### src/rtl/ssr_pkg.sv
// shared types, constants and glyph table for the seven-segment rasterizer
`default_nettype none

package ssr_pkg;

    // sizing
    localparam int MAX_DIGITS = 16;
    localparam int MAX_SCALE  = 15;
    localparam int DIGIT_AW   = $clog2(MAX_DIGITS);
    localparam int SCALE_W    = 4;
    localparam int COUNT_W    = 5;
    localparam int INDEX_W    = 4;
    localparam int VALUE_W    = 4;
    localparam int ROW_W      = 6;
    localparam int COL_W      = 9;
    localparam int CODE_W     = 2;
    localparam int DIV_W      = $clog2(MAX_SCALE + 4);
    localparam int PROD_W     = COUNT_W + DIV_W;
    localparam int CNT_W      = $clog2(COL_W);
    localparam int SEG_W      = 7;

    // stream and config port widths
    localparam int S_TDATA_W  = 24;
    localparam int M_TDATA_W  = 8;
    localparam int CFG_IDX_W  = 2;
    localparam int CFG_DATA_W = 5;

    // register indexes
    localparam logic [CFG_IDX_W-1:0] REG_SCALE       = 2'd0;
    localparam logic [CFG_IDX_W-1:0] REG_DIGIT_COUNT = 2'd1;

    // beat kinds carried on the input tuser
    localparam logic MODE_WRITE = 1'b0;
    localparam logic MODE_READ  = 1'b1;

    // cell codes
    localparam logic [CODE_W-1:0] CELL_SPACE = 2'd0;
    localparam logic [CODE_W-1:0] CELL_DASH  = 2'd1;
    localparam logic [CODE_W-1:0] CELL_BAR   = 2'd2;

    // segment bit positions
    localparam int SEG_TOP = 0;
    localparam int SEG_UR  = 1;
    localparam int SEG_LR  = 2;
    localparam int SEG_BOT = 3;
    localparam int SEG_LL  = 4;
    localparam int SEG_UL  = 5;
    localparam int SEG_MID = 6;

    typedef enum logic [2:0] {
        ST_IDLE,
        ST_CHECK,
        ST_DIVIDE,
        ST_FETCH,
        ST_DECODE,
        ST_FINISH
    } t_state;

    // lit segments per digit code, codes above nine are blank
    function automatic logic [SEG_W-1:0] glyph_segs(input logic [VALUE_W-1:0] code);
        logic [SEG_W-1:0] segs;
        case (code)
            4'd0:    segs = 7'h3F;
            4'd1:    segs = 7'h06;
            4'd2:    segs = 7'h5B;
            4'd3:    segs = 7'h4F;
            4'd4:    segs = 7'h66;
            4'd5:    segs = 7'h6D;
            4'd6:    segs = 7'h7D;
            4'd7:    segs = 7'h07;
            4'd8:    segs = 7'h7F;
            4'd9:    segs = 7'h6F;
            default: segs = 7'h00;
        endcase
        return segs;
    endfunction

endpackage

`default_nettype wire

### src/rtl/ssr_ram.sv
// generic single-port-write, registered-read ram
`default_nettype none

module ssr_ram #(
    parameter int WIDTH = 4,
    parameter int DEPTH = 16
) (
    input  wire logic                     i_clk,
    input  wire logic                     i_we,
    input  wire logic [$clog2(DEPTH)-1:0] i_waddr,
    input  wire logic [WIDTH-1:0]         i_wdata,
    input  wire logic                     i_re,
    input  wire logic [$clog2(DEPTH)-1:0] i_raddr,
    output logic      [WIDTH-1:0]         o_rdata
);

    logic [WIDTH-1:0] r_mem [DEPTH];
    logic [WIDTH-1:0] r_rdata;

    always_ff @(posedge i_clk) begin
        if (i_we) begin
            r_mem[i_waddr] <= i_wdata;
        end
        if (i_re) begin
            r_rdata <= r_mem[i_raddr];
        end
    end

    assign o_rdata = r_rdata;

endmodule

`default_nettype wire

### src/rtl/scaled_seven_segment_rasterizer_top.sv
// top level of the scaled seven-segment rasterizer
//
//  channel  | dir | handshake                    | payload
//  ---------+-----+------------------------------+----------------------------------------
//  s_axis   | in  | s_axis_tvalid/s_axis_tready  | tdata: index, value, row, column; tuser: mode
//  m_axis   | out | m_axis_tvalid/m_axis_tready  | tdata: cell code; tuser: out of range
//  cfg      | in  | i_cfg_we (no wait)           | i_cfg_index, i_cfg_data
//
// one beat in flight at a time; the next beat is taken as soon as the
// previous result sits in the output register, even if it is stalled there
// a write beat: store write on accept, then the result
// a read beat inside the raster: range check, a 9-step restoring divider
// that splits the column into digit and offset, one store read, decode and
// the result; a read outside the raster goes from the check to the result
// sync active-low reset clears control and sets scale and count to 1; the store has no reset
// output stalls only hold the finished result, the core waits in its last state
`default_nettype none

module scaled_seven_segment_rasterizer_top (
    input  wire logic                               i_clk,
    input  wire logic                               i_rst_n,
    // slave side
    input  wire logic                               s_axis_tvalid,
    output logic                                    s_axis_tready,
    // [3:0] digit_index, [7:4] digit_value, [13:8] row, [22:14] column, [23] zero
    input  wire logic [ssr_pkg::S_TDATA_W-1:0]      s_axis_tdata,
    // [0] mode
    input  wire logic                               s_axis_tuser,
    // master side
    output logic                                    m_axis_tvalid,
    input  wire logic                               m_axis_tready,
    // [1:0] cell_code, [7:2] zero
    output logic      [ssr_pkg::M_TDATA_W-1:0]      m_axis_tdata,
    // [0] out_of_range
    output logic                                    m_axis_tuser,
    // configuration writes
    input  wire logic                               i_cfg_we,
    input  wire logic [ssr_pkg::CFG_IDX_W-1:0]      i_cfg_index,
    input  wire logic [ssr_pkg::CFG_DATA_W-1:0]     i_cfg_data
);

    import ssr_pkg::*;

    // field split of the input beat
    logic [INDEX_W-1:0] s_index;
    logic [VALUE_W-1:0] s_value;
    logic [ROW_W-1:0]   s_row;
    logic [COL_W-1:0]   s_col;

    assign s_index = s_axis_tdata[3:0];
    assign s_value = s_axis_tdata[7:4];
    assign s_row   = s_axis_tdata[13:8];
    assign s_col   = s_axis_tdata[22:14];

    // control and config registers
    t_state r_state, n_state;
    logic [SCALE_W-1:0] r_scale;
    logic [COUNT_W-1:0] r_count;

    // item registers
    logic [ROW_W-1:0]  r_row, n_row;
    logic [COL_W-1:0]  r_quo, n_quo;     // dividend in, quotient out
    logic [DIV_W-1:0]  r_rem, n_rem;     // running remainder = column offset
    logic [DIV_W-1:0]  r_div, n_div;     // digit pitch, scale + 3
    logic [CNT_W-1:0]  r_cnt, n_cnt;
    logic [CODE_W-1:0] r_res_code, n_res_code;
    logic              r_res_oor, n_res_oor;

    // output register
    logic              r_out_valid, n_out_valid;
    logic [CODE_W-1:0] r_out_code;
    logic              r_out_oor;

    // handshake and store controls
    logic              in_beat;
    logic              out_load;
    logic              ram_we;
    logic              ram_re;
    logic [VALUE_W-1:0] ram_rdata;

    // geometry from the current config
    logic [COUNT_W-1:0] count_sat;
    logic [DIV_W-1:0]   pitch;
    logic [DIV_W-1:0]   cell_w;
    logic [ROW_W-1:0]   row_h;
    logic [ROW_W-1:0]   row_mid;
    logic [PROD_W-1:0]  raster_w1;       // raster width plus one
    logic               chk_oor;

    // divider step
    logic [DIV_W:0]     trial;
    logic               trial_ge;

    // decode
    logic [SEG_W-1:0]   segs;
    logic               off_left, off_right, off_gap, digit_high;
    logic               seg_need;
    logic [CODE_W-1:0]  dec_code;

    assign in_beat = s_axis_tvalid && s_axis_tready;

    // count saturates at the store depth; the 4-bit scale never exceeds its max
    assign count_sat = (r_count > COUNT_W'(MAX_DIGITS)) ? COUNT_W'(MAX_DIGITS) : r_count;
    assign pitch     = DIV_W'(r_scale) + DIV_W'(3);
    assign cell_w    = DIV_W'(r_scale) + DIV_W'(2);
    assign row_h     = {1'b0, r_scale, 1'b0} + ROW_W'(3);
    assign row_mid   = ROW_W'(r_scale) + ROW_W'(2);
    assign raster_w1 = PROD_W'(count_sat) * PROD_W'(pitch);

    // column beyond the raster means column >= count * pitch
    assign chk_oor = (r_row == '0) || (r_row > row_h) || (r_quo == '0)
                   || (PROD_W'(r_quo) >= raster_w1);

    // restoring divider, one quotient bit per cycle
    assign trial    = {r_rem, r_quo[COL_W-1]};
    assign trial_ge = (trial >= {1'b0, r_div});

    // cell decode from the stored digit and the column offset
    assign segs       = glyph_segs(ram_rdata);
    assign off_left   = (r_rem == '0);
    assign off_right  = (r_rem == (cell_w - DIV_W'(1)));
    assign off_gap    = (r_rem == cell_w);
    assign digit_high = (r_quo >= COL_W'(MAX_DIGITS));

    always_comb begin
        if (r_row == ROW_W'(1)) begin
            seg_need = segs[SEG_TOP];
        end else if (r_row == row_mid) begin
            seg_need = segs[SEG_MID];
        end else begin
            seg_need = segs[SEG_BOT];
        end
    end

    always_comb begin
        dec_code = CELL_SPACE;
        if (off_gap || digit_high) begin
            dec_code = CELL_SPACE;
        end else if (r_row == ROW_W'(1) || r_row == row_mid || r_row == row_h) begin
            if (!off_left && !off_right && seg_need) begin
                dec_code = CELL_DASH;
            end
        end else if (r_row < row_mid) begin
            if ((off_left && segs[SEG_UL]) || (off_right && segs[SEG_UR])) begin
                dec_code = CELL_BAR;
            end
        end else begin
            if ((off_left && segs[SEG_LL]) || (off_right && segs[SEG_LR])) begin
                dec_code = CELL_BAR;
            end
        end
    end

    // next state
    always_comb begin
        n_state = r_state;
        case (r_state)
            ST_IDLE: begin
                if (s_axis_tvalid) begin
                    n_state = (s_axis_tuser == MODE_READ) ? ST_CHECK : ST_FINISH;
                end
            end
            ST_CHECK: begin
                n_state = chk_oor ? ST_FINISH : ST_DIVIDE;
            end
            ST_DIVIDE: begin
                if (r_cnt == CNT_W'(COL_W - 1)) begin
                    n_state = ST_FETCH;
                end
            end
            ST_FETCH: begin
                n_state = ST_DECODE;
            end
            ST_DECODE: begin
                n_state = ST_FINISH;
            end
            ST_FINISH: begin
                if (out_load) begin
                    n_state = ST_IDLE;
                end
            end
            default: begin
                n_state = ST_IDLE;
            end
        endcase
    end

    // state outputs
    always_comb begin
        s_axis_tready = 1'b0;
        ram_re        = 1'b0;
        out_load      = 1'b0;
        case (r_state)
            ST_IDLE: begin
                s_axis_tready = 1'b1;
            end
            ST_FETCH: begin
                ram_re = 1'b1;
            end
            ST_FINISH: begin
                out_load = !r_out_valid || m_axis_tready;
            end
            default: begin
                s_axis_tready = 1'b0;
            end
        endcase
    end

    // a write beat goes straight into the store
    assign ram_we = in_beat && (s_axis_tuser == MODE_WRITE) && (32'(s_index) < MAX_DIGITS);

    // datapath next values
    always_comb begin
        n_row      = r_row;
        n_quo      = r_quo;
        n_rem      = r_rem;
        n_div      = r_div;
        n_cnt      = r_cnt;
        n_res_code = r_res_code;
        n_res_oor  = r_res_oor;
        case (r_state)
            ST_IDLE: begin
                if (in_beat) begin
                    n_row      = s_row;
                    n_quo      = s_col;
                    n_res_code = CELL_SPACE;
                    n_res_oor  = 1'b0;
                end
            end
            ST_CHECK: begin
                n_res_code = CELL_SPACE;
                n_res_oor  = chk_oor;
                n_div      = pitch;
                n_quo      = r_quo - COL_W'(1);
                n_rem      = '0;
                n_cnt      = '0;
            end
            ST_DIVIDE: begin
                n_rem = trial_ge ? DIV_W'(trial - {1'b0, r_div}) : DIV_W'(trial);
                n_quo = {r_quo[COL_W-2:0], trial_ge};
                n_cnt = r_cnt + CNT_W'(1);
            end
            ST_DECODE: begin
                n_res_code = dec_code;
            end
            default: begin
                n_row = r_row;
            end
        endcase
    end

    assign n_out_valid = (r_out_valid && !m_axis_tready) || out_load;

    always_ff @(posedge i_clk) begin
        if (!i_rst_n) begin
            r_state     <= ST_IDLE;
            r_scale     <= SCALE_W'(1);
            r_count     <= COUNT_W'(1);
            r_out_valid <= 1'b0;
        end else begin
            r_state     <= n_state;
            r_out_valid <= n_out_valid;
            if (i_cfg_we && i_cfg_index == REG_SCALE) begin
                r_scale <= i_cfg_data[SCALE_W-1:0];
            end
            if (i_cfg_we && i_cfg_index == REG_DIGIT_COUNT) begin
                r_count <= i_cfg_data[COUNT_W-1:0];
            end
        end
    end

    always_ff @(posedge i_clk) begin
        r_row      <= n_row;
        r_quo      <= n_quo;
        r_rem      <= n_rem;
        r_div      <= n_div;
        r_cnt      <= n_cnt;
        r_res_code <= n_res_code;
        r_res_oor  <= n_res_oor;
        if (out_load) begin
            r_out_code <= r_res_code;
            r_out_oor  <= r_res_oor;
        end
    end

    // digit store
    ssr_ram #(
        .WIDTH (VALUE_W),
        .DEPTH (MAX_DIGITS)
    ) u_store (
        .i_clk   (i_clk),
        .i_we    (ram_we),
        .i_waddr (s_index[DIGIT_AW-1:0]),
        .i_wdata (s_value),
        .i_re    (ram_re),
        .i_raddr (r_quo[DIGIT_AW-1:0]),
        .o_rdata (ram_rdata)
    );

    assign m_axis_tvalid = r_out_valid;
    assign m_axis_tdata  = {{(M_TDATA_W - CODE_W){1'b0}}, r_out_code};
    assign m_axis_tuser  = r_out_oor;

    // only one beat in flight
    a_single_item: assert property (@(posedge i_clk) disable iff (!i_rst_n)
        in_beat |=> !s_axis_tready)
        else $error("beat accepted while another is in flight");

    // divider leaves a remainder below the pitch
    a_rem_bound: assert property (@(posedge i_clk) disable iff (!i_rst_n)
        (r_state == ST_FETCH) |-> (r_rem < r_div))
        else $error("column offset not below digit pitch");

    // an out-of-range result is always a space
    a_oor_space: assert property (@(posedge i_clk) disable iff (!i_rst_n)
        (m_axis_tvalid && m_axis_tuser) |-> (m_axis_tdata[CODE_W-1:0] == CELL_SPACE))
        else $error("out-of-range result with a glyph");

    // no unused cell code reaches the output
    a_code_legal: assert property (@(posedge i_clk) disable iff (!i_rst_n)
        m_axis_tvalid |-> (m_axis_tdata[CODE_W-1:0] == CELL_SPACE
                        || m_axis_tdata[CODE_W-1:0] == CELL_DASH
                        || m_axis_tdata[CODE_W-1:0] == CELL_BAR))
        else $error("illegal cell code");

endmodule

`default_nettype wire
### config.mk
export PLATFORM = sky130hd
export DESIGN_NAME = scaled_seven_segment_rasterizer_top
export DESIGN_NICKNAME = d
export VERILOG_FILES = /design/src/rtl/ssr_pkg.sv /design/src/rtl/ssr_ram.sv /design/src/rtl/scaled_seven_segment_rasterizer_top.sv
export SDC_FILE = /design/constraint.sdc
export NUM_CORES = 1
export LEC_CHECK = 0
export BUFFER_PORTS_ARGS = -buffer_cell sky130_fd_sc_hd__buf_2
export CORE_ASPECT_RATIO = 0.7
export CORE_MARGIN = 1.5
export CORE_UTILIZATION = 30
export DETAILED_ROUTE_END_ITERATION = 8
export PLACE_DENSITY_LB_ADDON = 0.05
export SLEW_MARGIN = 20
export SYNTH_ARGS = -nofsm -noshare
export SYNTH_HDL_FRONTEND = slang
export SYNTH_SLANG_ARGS = --single-unit
### constraint.sdc
create_clock -name i_clk -period 12.05 [get_ports i_clk]
set_input_delay 2.41 -clock i_clk [delete_from_list [all_inputs] [get_ports i_clk]]
set_output_delay 2.41 -clock i_clk [all_outputs]
set_load 0.005 [all_outputs]
======== After elaboration in Yosys (flattened, before gate mapping) ========
Memory sizes are Yosys's and may differ from the RTL's. A register that Yosys moved wholly into a read port is not among the register bits.
Cells that the tools add are included.
cells by class
  $lt $le $gt $ge ......................... 6
  bitwise operators ....................... 1
  add/sub/neg operators ................... 8
  eq/ne operators ......................... 16
  multiplexer cells ....................... 29
  reductions and logical operators ........ 39
  multiply operators ...................... 1
operators by type and width
  cell                   number
  $pmux W9 S3            1
  $pmux W3 S6            1
  $add A4 B2 Y5 const B  3
  $mux W3                5
  $mux W2                6
  $logic_and A1 B1 Y1    11
  $eq A5 B5 Y1           2
  $ge A9 B10 Y1          1
  $logic_or A1 B1 Y1     10
  $mul A5 B5 Y10         1
  $mux W5                2
  $pmux W5 S2            1
  $ge A9 B5 Y1 const B   1
  $logic_not A9 Y1       1
  $mux W1                9
  $mux W9                1
  $sub A9 B1 Y9 const B  1
  $ne A2 B2 Y1 const B   4
  $pmux W4 S2            1
  $reduce_and A2 Y1      4
  $add A5 B2 Y6 const B  1
  $eq A3 B2 Y1 const B   2
  $eq A3 B3 Y1 const B   2
  $eq A6 B1 Y1 const B   1
  23 further kinds       28
word-level totals
  RAM bits ................................ 64
  bits in registers ....................... 48
  input bits .............................. 37
  output and inout bits ................... 11
  memories kept ........................... 2
  ROM bits ................................ 112
memory list
  memory           words  width  rd ports  clocked after Yosys merged registers in  write ports  RTL line       RTL
  (no name shown)  16     7      1         0                                        0            ssr_pkg.sv:62  case (code)
  u_store.r_mem    16     4      1         1                                        1            ssr_ram.sv:17  logic [WIDTH-1:0] r_mem [DEPTH];

======== Logic depth before layout (Yosys ltp) ========
Gate-level depths: netlist (run 1).
  word-level depth ........................ 10
  depth in mapped cells ................... 21
  mapped depth without buffers ............ 21

======== By module ========
Synthesis (run 1) repeated with hierarchy kept, for this count alone.
second synthesis, totals
  cell total of the unflattened synthesis .. 569
  area total of the unflattened synthesis .. 6862.8 um^2
by module, submodules not included
  module                               area each (um^2)  instances  cells an instance  sequential area each (um^2)
  scaled_seven_segment_rasterizer_top  4156.5            1          439                1311.3
  ssr_ram                              2706.3            1          130                2042.0

======== Worst setup path after synthesis (run 1) ========
Ideal clock, no wire load.
  path kind ............................... reg2reg
  start point ............................. register r_scale[1]
  end point ............................... register r_res_oor (data pin)
  buffers on the path ..................... 0
  library setup time ...................... 0.260 ns
  clock period less this slack ............ 4.806 ns
  data arrival time ....................... 4.546 ns
  stages on the path, launching flop included .. 21
  setup slack ............................. 7.244 ns
  cell sequence ........................... dfxtp_1 > inv_1 > ha_1 > a21oi_1 > xnor2_1 > nand2_1 > fa_1 > fa_1 > fa_1 > inv_1 > ha_1 > a21o_1 > a21oi_1 > o21bai_1 > a21oi_1 > xor2_1 > ha_1 > a21oi_1 > o21ai_0 > a21oi_2 > nor2_1
on the way
  elaborated cells between the ends (all ways) .. 9
RTL lines
  what                      RTL line                                    RTL
  start: declaration        scaled_seven_segment_rasterizer_top.sv:57   logic [SCALE_W-1:0] r_scale;
  start signal: assignment  scaled_seven_segment_rasterizer_top.sv:264  r_scale <= i_cfg_data[SCALE_W-1:0];
  $add A4 B2 Y5             scaled_seven_segment_rasterizer_top.sv:104  assign pitch = DIV_W'(r_scale) + DIV_W'(3);
  via pitch[3]              scaled_seven_segment_rasterizer_top.sv:83   logic [DIV_W-1:0] pitch;
  $mul A5 B5 Y10            scaled_seven_segment_rasterizer_top.sv:108  assign raster_w1 = PROD_W'(count_sat) * PROD_W'(pitch);
  $ge A9 B10 Y1             scaled_seven_segment_rasterizer_top.sv:112  || (PROD_W'(r_quo) >= raster_w1);
  $logic_or A1 B1 Y1        scaled_seven_segment_rasterizer_top.sv:112
  $pmux W1 S2               scaled_seven_segment_rasterizer_top.sv:221  case (r_state)
  end signal: assignment    scaled_seven_segment_rasterizer_top.sv:279  r_res_oor <= n_res_oor;
  end: declaration          scaled_seven_segment_rasterizer_top.sv:67   logic r_res_oor, n_res_oor;
The timed path passes the listed nets, and every way through them passes these cells.
A chain may end at the register's enable or synchronous reset.

======== Worst setup path in the final report (run 1) ========
  start point ............................. register r_scale[2]
  end point ............................... register r_res_oor (data pin)
The elaborated chain is that of the path after synthesis.

==> results of run 1 <==
metal layers:
metal | share of wire (%) | GRT usage (%) | vias to the layer above
met2 | 39 | 20.7 | 84
li1 | - | - | 2237
met5 | 0 | 0 | -
met3 | 5.7 | 3.65 | 4
met1 | 54 | 24.5 | 2231
met4 | 0.48 | 4.87 | 0
path summary, 6_finish.rpt:
| kind | startpoint | to | slack (ps) | cells past startpoint |
|---|---|---|---|---|
| worst min register to register | r_res_oor | m_axis_tuser | 430 | 0 |
| worst max register to register | r_scale[2] | r_res_oor | 6390 | 19 |
| worst min-delay path | r_res_oor | m_axis_tuser | 430 | 0 |
| worst max-delay path | r_scale[2] | r_res_oor | 6390 | 19 |
kinds of logic (layout without fill, tap and decap cells):
group                      count (synthesis)  in the layout  synth area share [%]
AOI/OAI and AO/OA                        105            105                  9.90
xor gates and xnor gates                  28             28                  3.70
adders and majority gates                 67             67                  13.4
buffers and inverters                     69            121                  4.36
DFF                                      116            116                  49.1
muxes                                     36             36                  7.00
other                                      1              6                0.0549
and+or+nand+nor                          168            168                  12.5
state kept, by name, summed over array words and instances (netlist names), 2 cells and up:
name and count:
r_state 3, r_count 5, r_rem 5, r_row 6, r_scale 4, u_store.o_rdata 4
r_out_code 2, u_store.r_mem 64, r_div 5, r_res_code 2, r_quo 9, r_cnt 4
power by group:
part | switching [W] | total [W] | internal, W
sequential | 0.0000826 | 0.000598 | 0.000515
clock | 0.000200 | 0.000547 | 0.000347
combinational | 0.000270 | 0.000457 | 0.000187
total | 0.000552 | 0.00160 | 0.00105
final cells by class:
type	count	area, µm²
clock buffer	17	425
clock inverter	15	204
fill	2166	14100
sequential	116	3350
inverter	47	176
tap	305	382
multi-input combinational	410	3190
timing repair buffer	42	215
cell usage after synthesis, types with 8 or more instances:
library cell,number,share of area (%)
sky130_fd_sc_hd__nor2b_1,10,0.92
sky130_fd_sc_hd__inv_1,46,2.5
sky130_fd_sc_hd__fa_1,10,2.9
sky130_fd_sc_hd__a22oi_1,8,0.88
sky130_fd_sc_hd__xor2_1,10,1.3
sky130_fd_sc_hd__mux2i_1,23,3.4
sky130_fd_sc_hd__o21ai_0,29,2.1
sky130_fd_sc_hd__ha_1,57,10
sky130_fd_sc_hd__xnor2_1,17,2.2
sky130_fd_sc_hd__dfxtp_1,13,3.8
sky130_fd_sc_hd__and2_1,10,0.92
sky130_fd_sc_hd__clkbuf_1,9,0.49
sky130_fd_sc_hd__edfxtp_1,103,45
sky130_fd_sc_hd__buf_4,9,0.99
sky130_fd_sc_hd__nand3_1,12,0.88
sky130_fd_sc_hd__mux4_2,9,3.0
sky130_fd_sc_hd__nor2_1,54,3.0
sky130_fd_sc_hd__nand2_1,36,2.0
sky130_fd_sc_hd__nor3_1,10,0.73
sky130_fd_sc_hd__a21oi_1,28,2.1
critical path, cell delays in order (launching register included):
cell and delay [ps]:
sky130_fd_sc_hd__dfxtp_1 550, sky130_fd_sc_hd__ha_1 360, sky130_fd_sc_hd__a21oi_1 80, sky130_fd_sc_hd__xnor2_1 600
sky130_fd_sc_hd__nand2_1 160, sky130_fd_sc_hd__fa_1 520, sky130_fd_sc_hd__fa_1 520, sky130_fd_sc_hd__fa_1 550
sky130_fd_sc_hd__inv_1 40, sky130_fd_sc_hd__ha_1 340, sky130_fd_sc_hd__a21o_1 170, sky130_fd_sc_hd__a21oi_1 230
sky130_fd_sc_hd__o21bai_1 90, sky130_fd_sc_hd__a21oi_1 170, sky130_fd_sc_hd__xor2_1 160, sky130_fd_sc_hd__ha_1 260
sky130_fd_sc_hd__a21oi_1 130, sky130_fd_sc_hd__o21ai_0 110, sky130_fd_sc_hd__a21oi_2 280, sky130_fd_sc_hd__nor2_1 80
per-stage QoR:
step	utilization, %	setup WS, ps	hold slack (ps)
after floorplan	-	7240	400
after global placement	33.2	6370	414
after detailed placement	33.2	6350	421
after CTS	36.1	6330	436
after global routing	36.1	5950	435
final	36.1	6390	426
==> PnR_summary.wiki, run 1 <==
{| class="wikitable"
! Metric !! Value
|-
| Outcome || completed
|-
| Critical path class || reg -> reg
|-
| Overall die area || 0.0237 mm²
|-
| Syn avg cell area || 11.6 µm²
|-
| Post-placement cell count || 920
|-
| Number of detailed-route iterations in the first pass || 7
|-
| Unrepaired setup endpoints after global routing || false
|-
| Syn Inst Count || 590
|-
| Count of hold-fix buffers inserted at cts || 0
|-
| I/O pins || 48
|-
| Antenna violation net count after detailed routing || 0
|-
| Number of violations of the max-capacitance limit || 0
|-
| Share of flip-flops with an asynchronous set or reset || 0%
|-
| Signed area change from the synthesized netlist to the final layout || 16.5%
|-
| Leakage power || 3.14 nW
|-
| Hold/Removal Path Class || reg -> reg
|-
| Total clock sinks || 116
|-
| Final Cycle Share || 47.0%
|-
| Number of cells upsized or downsized after cts || 0
|-
| Via count of the first global-routing pass || 4638
|-
| Power per unit of standard cell area || 202 mW/mm²
|-
| Critical-path maximum fanout || 9
|-
| Core area || 0.0220 mm²
|-
| Kind of launch point of the worst setup path || flip-flop
|-
| Die Height || 129 µm
|-
| Total congestion overflow || 0
|-
| Setup Viol. Count Final || 0
|-
| Total design power || 0.00160 W
|-
| Final net count || 738
|-
| Data required time at the worst endpoint || 12210 ps
|-
| Slew @ Worst Pin || 844 ps
|-
| Root buffer cell || sky130_fd_sc_hd__clkbuf_16
|-
| Drt wl/cell || 17.8 µm
|-
| Total Routing Usage GR || 15.6%
|-
| CTS tree || done
|-
| Register bit count reported by yosys || 116
|-
| IR drop worst, VDD || 101 µV
|-
| Total count of hold-check failures in the final report || 0
|-
| Relative slew slack || 43.3%
|-
| Vias || 4556
|-
| Die Wd || 183 µm
|-
| Commonest cells after routing, fill and taps aside || sky130_fd_sc_hd__edfxtp_1 (103), sky130_fd_sc_hd__ha_1 (57), sky130_fd_sc_hd__nor2_1 (54), sky130_fd_sc_hd__inv_1 (46), sky130_fd_sc_hd__buf_2 (40)
|-
| Bufs on Longest Clock Path || 2
|-
| CTS buffer count || 17
|-
| Post-synth design cell area || 0.00683 mm²
|-
| Initial DRC Count || 276
|-
| Number of enable flip-flop cells after synthesis || 103
|-
| Maximum number of pins on one net before global-route repair || 29
|-
| Number of pins exceeding their max-slew limit in the final report || 0
|-
| First-pass GRT wire length || 27.0 mm
|-
| Via density per instance || 4.79
|-
| Number of placement rows || 45
|-
| Number of distinct standard cells referenced by the synthesized netlist || 66
|-
| Post-DP Area || 0.00732 mm²
|-
| Post-Layout Inst Area || 0.00795 mm²
|-
| Share of cells above drive strength 1 || 15.1%
|-
| Clock latency of the later-clocked register in the worst-skew pair || 430 ps
|-
| Setup TNS after final layout || 0 ps
|-
| Initial core utilization || 31.0%
|-
| Number of antenna violations at the first check in global routing || 0
|-
| Register area share after synthesis || 49.1%
|-
| Last weighted congestion value of the routability-driven placer || 0.799
|-
| Worst clock skew on the final layout || 12.8 ps
|-
| Total detailed-routing wirelength || 17.0 mm
|-
| Fmax || 177 MHz
|-
| Final Non-Filler Cells || 952
|-
| Register clock-pin slew on the reported worst setup and hold paths || 60 ps
|-
| Critical Path End Type || flip-flop
|-
| Critical path arrival || 5820 ps
|-
| Yosys warns || 0
|-
| Clock period minus final worst setup slack || 5660 ps
|-
| Post-detail-place hpwl || 12.8 mm
|-
| Most frequent standard cell in the layout excluding fill and tap cells || sky130_fd_sc_hd__edfxtp_1
|-
| Number of levels the H-tree was split into || 4
|-
| Buffers added on ports || 40
|-
| Setup Buffers After CTS || 0
|-
| Most instantiated flip-flop cell in the synthesis netlist || sky130_fd_sc_hd__edfxtp_1
|-
| Residual DRC || 0
|-
| Count of inserted antenna diode cells || 0
|}
Power figures use the tool's default switching activity.
==> run 2: changes to the inputs <==
clock period = 5.25 ns   (was 12.05 ns; I/O delays follow)
==> run 2 against run 1 <==
Effect of this change:
- clock power increased by 120%
- sequential cell count unchanged
- first-iteration DRC count shrank 4.0%
- worst hold slack lost 8.0 ps
- utilization rose by 0.15 points
- critical path depth up 1
- register-to-register slack worse by 6200 ps
- sequential share of layout area fell by 0.16 points
- final area up 0.43%
- power rose by 130%
- combinational power increased by 130%
- maximum frequency grew 12%
==> PnR_summary.wiki, run 2 (same netlist as run 1, synthesis figures left out) <==
{| class="wikitable"
! Metric !! Value
|-
| Final net count || 746
|-
| Count of hold-fix buffers inserted at cts || 0
|-
| Residual DRC || 0
|-
| Critical path's largest stage delay || 550 ps
|-
| Commonest cells after routing, fill and taps aside || sky130_fd_sc_hd__edfxtp_1 (103), sky130_fd_sc_hd__ha_1 (57), sky130_fd_sc_hd__nor2_1 (53), sky130_fd_sc_hd__inv_1 (46), sky130_fd_sc_hd__buf_2 (40)
|-
| Outcome || completed
|-
| Data required time at the worst endpoint || 5410 ps
|-
| Count of inserted antenna diode cells || 0
|-
| Slew @ Worst Pin || 875 ps
|-
| I/O pins || 48
|-
| Maximum number of pins on one net before global-route repair || 29
|-
| Worst clock skew on the final layout || 11.7 ps
|-
| Overall die area || 0.0237 mm²
|-
| Bufs on Longest Clock Path || 2
|-
| Total clock sinks || 116
|-
| Worst-case setup slack after placement || 89.3 ps
|-
| Initial core utilization || 31.0%
|-
| Number of placement rows || 45
|-
| Kind of launch point of the worst setup path || flip-flop
|-
| Critical path class || reg -> reg
|-
| Share of cells above drive strength 1 || 16.5%
|-
| Via count of the first global-routing pass || 4465
|-
| Final setup slack of the worst path || 214 ps
|-
| Hold/Removal Path Class || reg -> reg
|-
| Ordered cell list for the critical path || inv_1 -> ha_1 -> a21oi_1 -> xnor2_1 -> nand2_1 -> fa_1 -> fa_1 -> fa_1 -> inv_1 -> ha_1 -> a21o_1 -> a21oi_2 -> o21bai_1 -> a21oi_1 -> xor2_1 -> ha_1 -> a21oi_1 -> o21ai_1 -> a21oi_2 -> nor2_1
|-
| Total detailed-routing wirelength || 17.2 mm
|-
| Critical Path End Type || flip-flop
|-
| Setup Viol. Count Final || 0
|-
| Setup TNS after final layout || 0 ps
|-
| IR drop worst, VDD || 264 µV
|-
| Buffers added on ports || 40
|-
| Clock latency of the later-clocked register in the worst-skew pair || 430 ps
|-
| CTS buffer count || 17
|-
| CTS tree || done
|-
| Total congestion overflow || 0
|-
| Last weighted congestion value of the routability-driven placer || 0.787
|-
| Via density per instance || 4.72
|-
| Vias || 4527
|-
| Registers with the most flip-flops || u_store.r_mem: 64 flops, r_quo: 9 flops, r_row: 6 flops
|-
| Cell family with the largest share of critical-path delay || adder cells
|-
| First-pass GRT wire length || 26.6 mm
|-
| Die Wd || 183 µm
|-
| Total Routing Usage GR || 15.5%
|-
| Clock period minus final worst setup slack || 5040 ps
|-
| Die Height || 129 µm
|-
| Number of pins exceeding their max-slew limit in the final report || 0
|-
| Critical-path maximum fanout || 4
|-
| Leakage power || 3.17 nW
|-
| Register clock-pin slew on the reported worst setup and hold paths || 60 ps
|-
| Number of levels the H-tree was split into || 4
|-
| Critical path arrival || 5200 ps
|-
| Register with the most flip-flops || u_store.r_mem
|-
| Signed area change from the synthesized netlist to the final layout || 17.0%
|-
| Max reg flops || 64
|-
| Antenna violation net count after detailed routing || 0
|-
| Post-detail-place hpwl || 12.9 mm
|-
| Relative slew slack || 41.2%
|-
| Buffer and inverter count on the worst path || 2
|-
| Most frequent standard cell in the layout excluding fill and tap cells || sky130_fd_sc_hd__edfxtp_1
|-
| Number of antenna violations at the first check in global routing || 0
|-
| Initial DRC Count || 265
|-
| Filler Cell Count || 2190
|-
| Core area || 0.0220 mm²
|-
| Drt wl/cell || 17.9 µm
|-
| Total count of hold-check failures in the final report || 0
|-
| Final Cycle Share || 95.9%
|-
| Fmax || 199 MHz
|-
| Number of violations of the max-capacitance limit || 0
|-
| Number of detailed-route iterations in the first pass || 5
|-
| Cell at the slowest stage of the critical path || sky130_fd_sc_hd__fa_1
|-
| Power per unit of standard cell area || 453 mW/mm²
|-
| Root buffer cell || sky130_fd_sc_hd__clkbuf_16
|}
## run 2: report_power, final
group | internal (W) | switching (W) | total (W)
Clock | 0.000739 | 0.000442 | 0.00118
Sequential | 0.00118 | 0.000187 | 0.00137
Combinational | 0.000433 | 0.000632 | 0.00107
## run 2: per-stage QoR
| stage | area, µm² | utilization, % | std cells | total power [W] | hold slack [ps] |
|---|---|---|---|---|---|
| 6_report | 7980 | 36.3 | 959 | 0.00362 | 418 |
| 2_1_floorplan | 6840 | - | 595 | 0.00209 | 400 |
| 3_5_place_dp | 7380 | 33.5 | 928 | 0.00245 | 406 |
| 5_1_grt | 7980 | 36.3 | 959 | 0.00385 | 426 |
| 3_3_place_gp | 7380 | 33.5 | 928 | 0.00244 | 401 |
| 4_1_cts | 7970 | 36.2 | 959 | 0.00365 | 419 |
## run 2: final cells by class
cell class	count	area (µm²)	area share (%)
Clock inverter	14	163	2.04
Multi-Input combinational cell	410	3210	40.2
Inverter	47	176	2.21
Timing Repair Buffer	50	275	3.45
Sequential cell	116	3350	42.0
Tap cell	305	382	4.78
Clock buffer	17	425	5.33
## run 2: worst paths after layout
kind	startpoint	to	slack (ps)	cells after the start
worst max-delay path	r_scale[1]	r_res_oor	210	20
worst min-delay path	r_res_code[0]	r_out_code[0]	420	0
worst max register to register	r_scale[1]	r_res_oor	210	20
worst min register to register	r_res_code[0]	r_out_code[0]	420	0
## run 2: timing repair
action,4_1_cts,5_1_grt
setup endpoints to repair,0,4
gates resized for setup,0,5
buffers inserted,0,0
## run 2: layer usage
layer | GRT usage (%) | routed length, µm | vias to the layer above
li1 | - | - | 2251
met1 | 24.9 | 9860 | 2195
met2 | 20.0 | 6530 | 72
met3 | 3.91 | 621 | 9
met4 | 4.05 | 148 | 0
met5 | 0 | 0 | -
==> run 3: changes to the inputs <==
BUFFER_PORTS_ARGS = unset   (was -buffer_cell sky130_fd_sc_hd__buf_2)
CELL_PAD_IN_SITES_DETAIL_PLACEMENT = 0   (was unset)
CELL_PAD_IN_SITES_GLOBAL_PLACEMENT = 2   (was unset)
DONT_BUFFER_PORTS = 1   (was unset)
==> run 3 against run 2 <==
Effect of this change:
- first-iteration DRC count decreased by 5.7%
- largest cell class unchanged
- maximum frequency is 1.3% higher
- combinational power shrank 5%
- non-clock buffer count is 38 lower
- via count down 2.0%
- utilization decreased by 0.71 points
- highest routed layer unchanged
- worst hold slack improved by 2.6 ps
==> PnR_summary.wiki, run 3 (same netlist as run 1, synthesis figures left out) <==
{| class="wikitable"
! Metric !! Value
|-
| Last weighted congestion value of the routability-driven placer || 0.783
|-
| Overall die area || 0.0237 mm²
|-
| Number of levels the H-tree was split into || 4
|-
| Clock period minus final worst setup slack || 4970 ps
|-
| First-pass GRT wire length || 27.0 mm
|-
| Leakage power || 3.04 nW
|-
| Data required time at the worst endpoint || 5400 ps
|-
| Number of detailed-route iterations in the first pass || 5
|-
| Count of inserted antenna diode cells || 0
|-
| Total detailed-routing wirelength || 17.4 mm
|-
| Initial core utilization || 31.0%
|-
| Residual DRC || 0
|-
| Reg2Reg Depth || 19
|-
| Ordered cell list for the critical path || inv_1 -> ha_1 -> nor2_2 -> nand3b_1 -> fa_1 -> fa_1 -> fa_1 -> inv_1 -> ha_1 -> o211a_1 -> o21ai_0 -> nand2_1 -> xnor2_2 -> ha_1 -> a21o_1 -> a21oi_1 -> o21ai_1 -> a21oi_2 -> nor2_1
|-
| Die Wd || 183 µm
|-
| Cell at the slowest stage of the critical path || sky130_fd_sc_hd__fa_1
|-
| Core area || 0.0220 mm²
|-
| Via density per instance || 4.82
|-
| Slew @ Worst Pin || 860 ps
|-
| Critical Path End Type || flip-flop
|-
| Maximum number of pins on one net before global-route repair || 29
|-
| Critical path arrival || 5120 ps
|-
| Launch point of the worst path || r_scale[0]
|-
| Drt wl/cell || 18.9 µm
|-
| Total design power || 0.00358 W
|-
| Setup Viol. Count Final || 0
|-
| Final net count || 708
|-
| Hold worst-path end || r_out_code[0]
|-
| Most frequent standard cell in the layout excluding fill and tap cells || sky130_fd_sc_hd__edfxtp_1
|-
| Launching point of the worst reg2reg path || r_scale[0]
|-
| Number of violations of the max-capacitance limit || 0
|-
| Count of hold-fix buffers inserted at cts || 0
|-
| Bufs on Longest Clock Path || 2
|-
| Die Height || 129 µm
|-
| Register with the most flip-flops || u_store.r_mem
|-
| Kind of launch point of the worst setup path || flip-flop
|-
| Number of antenna violations at the first check in global routing || 0
|-
| Setup TNS after final layout || 0 ps
|-
| Power per unit of standard cell area || 458 mW/mm²
|-
| Fmax || 201 MHz
|-
| Registers with the most flip-flops || u_store.r_mem: 64 flops, r_quo: 9 flops, r_row: 6 flops
|-
| Signed area change from the synthesized netlist to the final layout || 14.7%
|-
| Number of pins exceeding their max-slew limit in the final report || 0
|-
| Root buffer cell || sky130_fd_sc_hd__clkbuf_16
|-
| Number of placement rows || 45
|-
| Outcome || completed
|-
| Clock latency of the later-clocked register in the worst-skew pair || 420 ps
|-
| Share of cells above drive strength 1 || 11.9%
|-
| Relative slew slack || 42.2%
|-
| Critical-path maximum fanout || 4
|-
| Hold/Removal Path Class || reg -> reg
|-
| Critical path class || reg -> reg
|-
| Critical path's largest stage delay || 590 ps
|-
| Max reg flops || 64
|-
| Setup slack, reg-to-reg || 280 ps
|-
| Total clock sinks || 116
|-
| CTS buffer count || 17
|-
| Hold Crit Start || r_res_code[0]
|-
| Buffers added on ports || 0
|-
| Post-detail-place hpwl || 13.5 mm
|-
| Total count of hold-check failures in the final report || 0
|-
| Commonest cells after routing, fill and taps aside || sky130_fd_sc_hd__edfxtp_1 (103), sky130_fd_sc_hd__ha_1 (57), sky130_fd_sc_hd__nor2_1 (53), sky130_fd_sc_hd__inv_1 (46), sky130_fd_sc_hd__nand2_1 (36)
|-
| Number of cells on the worst hold path || 0
|-
| IR drop worst, VDD || 264 µV
|-
| Total Routing Usage GR || 15.8%
|-
| Antenna violation net count after detailed routing || 0
|-
| I/O pins || 48
|-
| Register clock-pin slew on the reported worst setup and hold paths || 60 ps
|-
| Initial DRC Count || 250
|-
| Final Cycle Share || 94.6%
|-
| Worst clock skew on the final layout || 8.83 ps
|-
| Via count of the first global-routing pass || 4573
|-
| Total congestion overflow || 0
|-
| Vias || 4435
|-
| R2R Path End || r_res_oor
|-
| CTS tree || done
|}
-- run 3: cell count changes in the layout (fill, tap and decap cells not counted) --
cell / previous run / this run
sky130_fd_sc_hd__clkinv_2: 3 / 2
sky130_fd_sc_hd__dfxtp_1: 12 / 13
sky130_fd_sc_hd__inv_6: 1 / 3
sky130_fd_sc_hd__xnor2_2: 2 / 4
sky130_fd_sc_hd__xnor2_1: 16 / 14
sky130_fd_sc_hd__clkinvlp_4: 2 / 1
sky130_fd_sc_hd__clkinv_1: 3 / 1
sky130_fd_sc_hd__buf_2: 40 / 0
sky130_fd_sc_hd__clkinv_4: 3 / 5
sky130_fd_sc_hd__dfxtp_2: 1 / 0
sky130_fd_sc_hd__buf_4: 10 / 12
-- run 3: per-layer routing --
metal | vias up | global-route usage (%) | part of all wire, %
met5 | - | 0 | 0
met4 | 0 | 4.87 | 0.98
met3 | 12 | 3.96 | 4.2
met2 | 67 | 19.9 | 36
met1 | 2177 | 25.4 | 59
li1 | 2179 | - | -
-- run 3: metrics by stage --
step           hold WS [ps]  worst slack [ps]  utilization (%)  area, µm²  cells
6_report                421               281             35.5       7830    921
5_1_grt                 432             -6.09             35.5       7830    921
4_1_cts                 425               107             35.4       7790    920
3_5_place_dp            412               136             32.6       7190    889
3_3_place_gp            411               161             32.6       7190    889
2_1_floorplan           400               444                -       6840    595
-- run 3: what timing repair did --
item,in CTS,in global routing
buffers inserted,0,1
endpoints found under the setup margin,0,4
gates resized for setup,0,6
-- run 3: critical path, delay by kind of cell (launching register included) --
kind                     cells  cell delay (ps)
AO/OA/AOI/OAI                6             1030
flip-flops                   1              430
AND/OR/NAND/NOR              4              490
buffers and inverters        2              140
adder cells (fa/ha/maj)      6             2470
XOR/XNOR                     1              150
-- run 3: power breakdown --
part | internal, W | switching, W | total (W)
logic | 0.000420 | 0.000605 | 0.00102
registers | 0.00118 | 0.000193 | 0.00138
clock network | 0.000748 | 0.000430 | 0.00118
total | 0.00235 | 0.00123 | 0.00358
-- run 3: layout make-up --
class / instances / area, µm²
fillers: 2195 / 14200
inverters: 47 / 176
clock inverters: 14 / 178
repair buffers: 12 / 90.1
multi-input cells: 410 / 3220
clock buffers: 17 / 425
flip-flops and latches: 116 / 3350
well taps: 305 / 382
-- run 3: worst max path at each step --
stage / depth (start not counted) / slack [ps] / to
3_5_place_dp: 20 / 140 / r_res_oor
3_3_place_gp: 20 / 160 / r_res_oor
2_1_floorplan: 20 / 440 / r_res_oor
5_1_grt: 20 / -6 / r_res_oor
4_1_cts: 20 / 110 / r_res_oor
6_report: 19 / 280 / r_res_oor
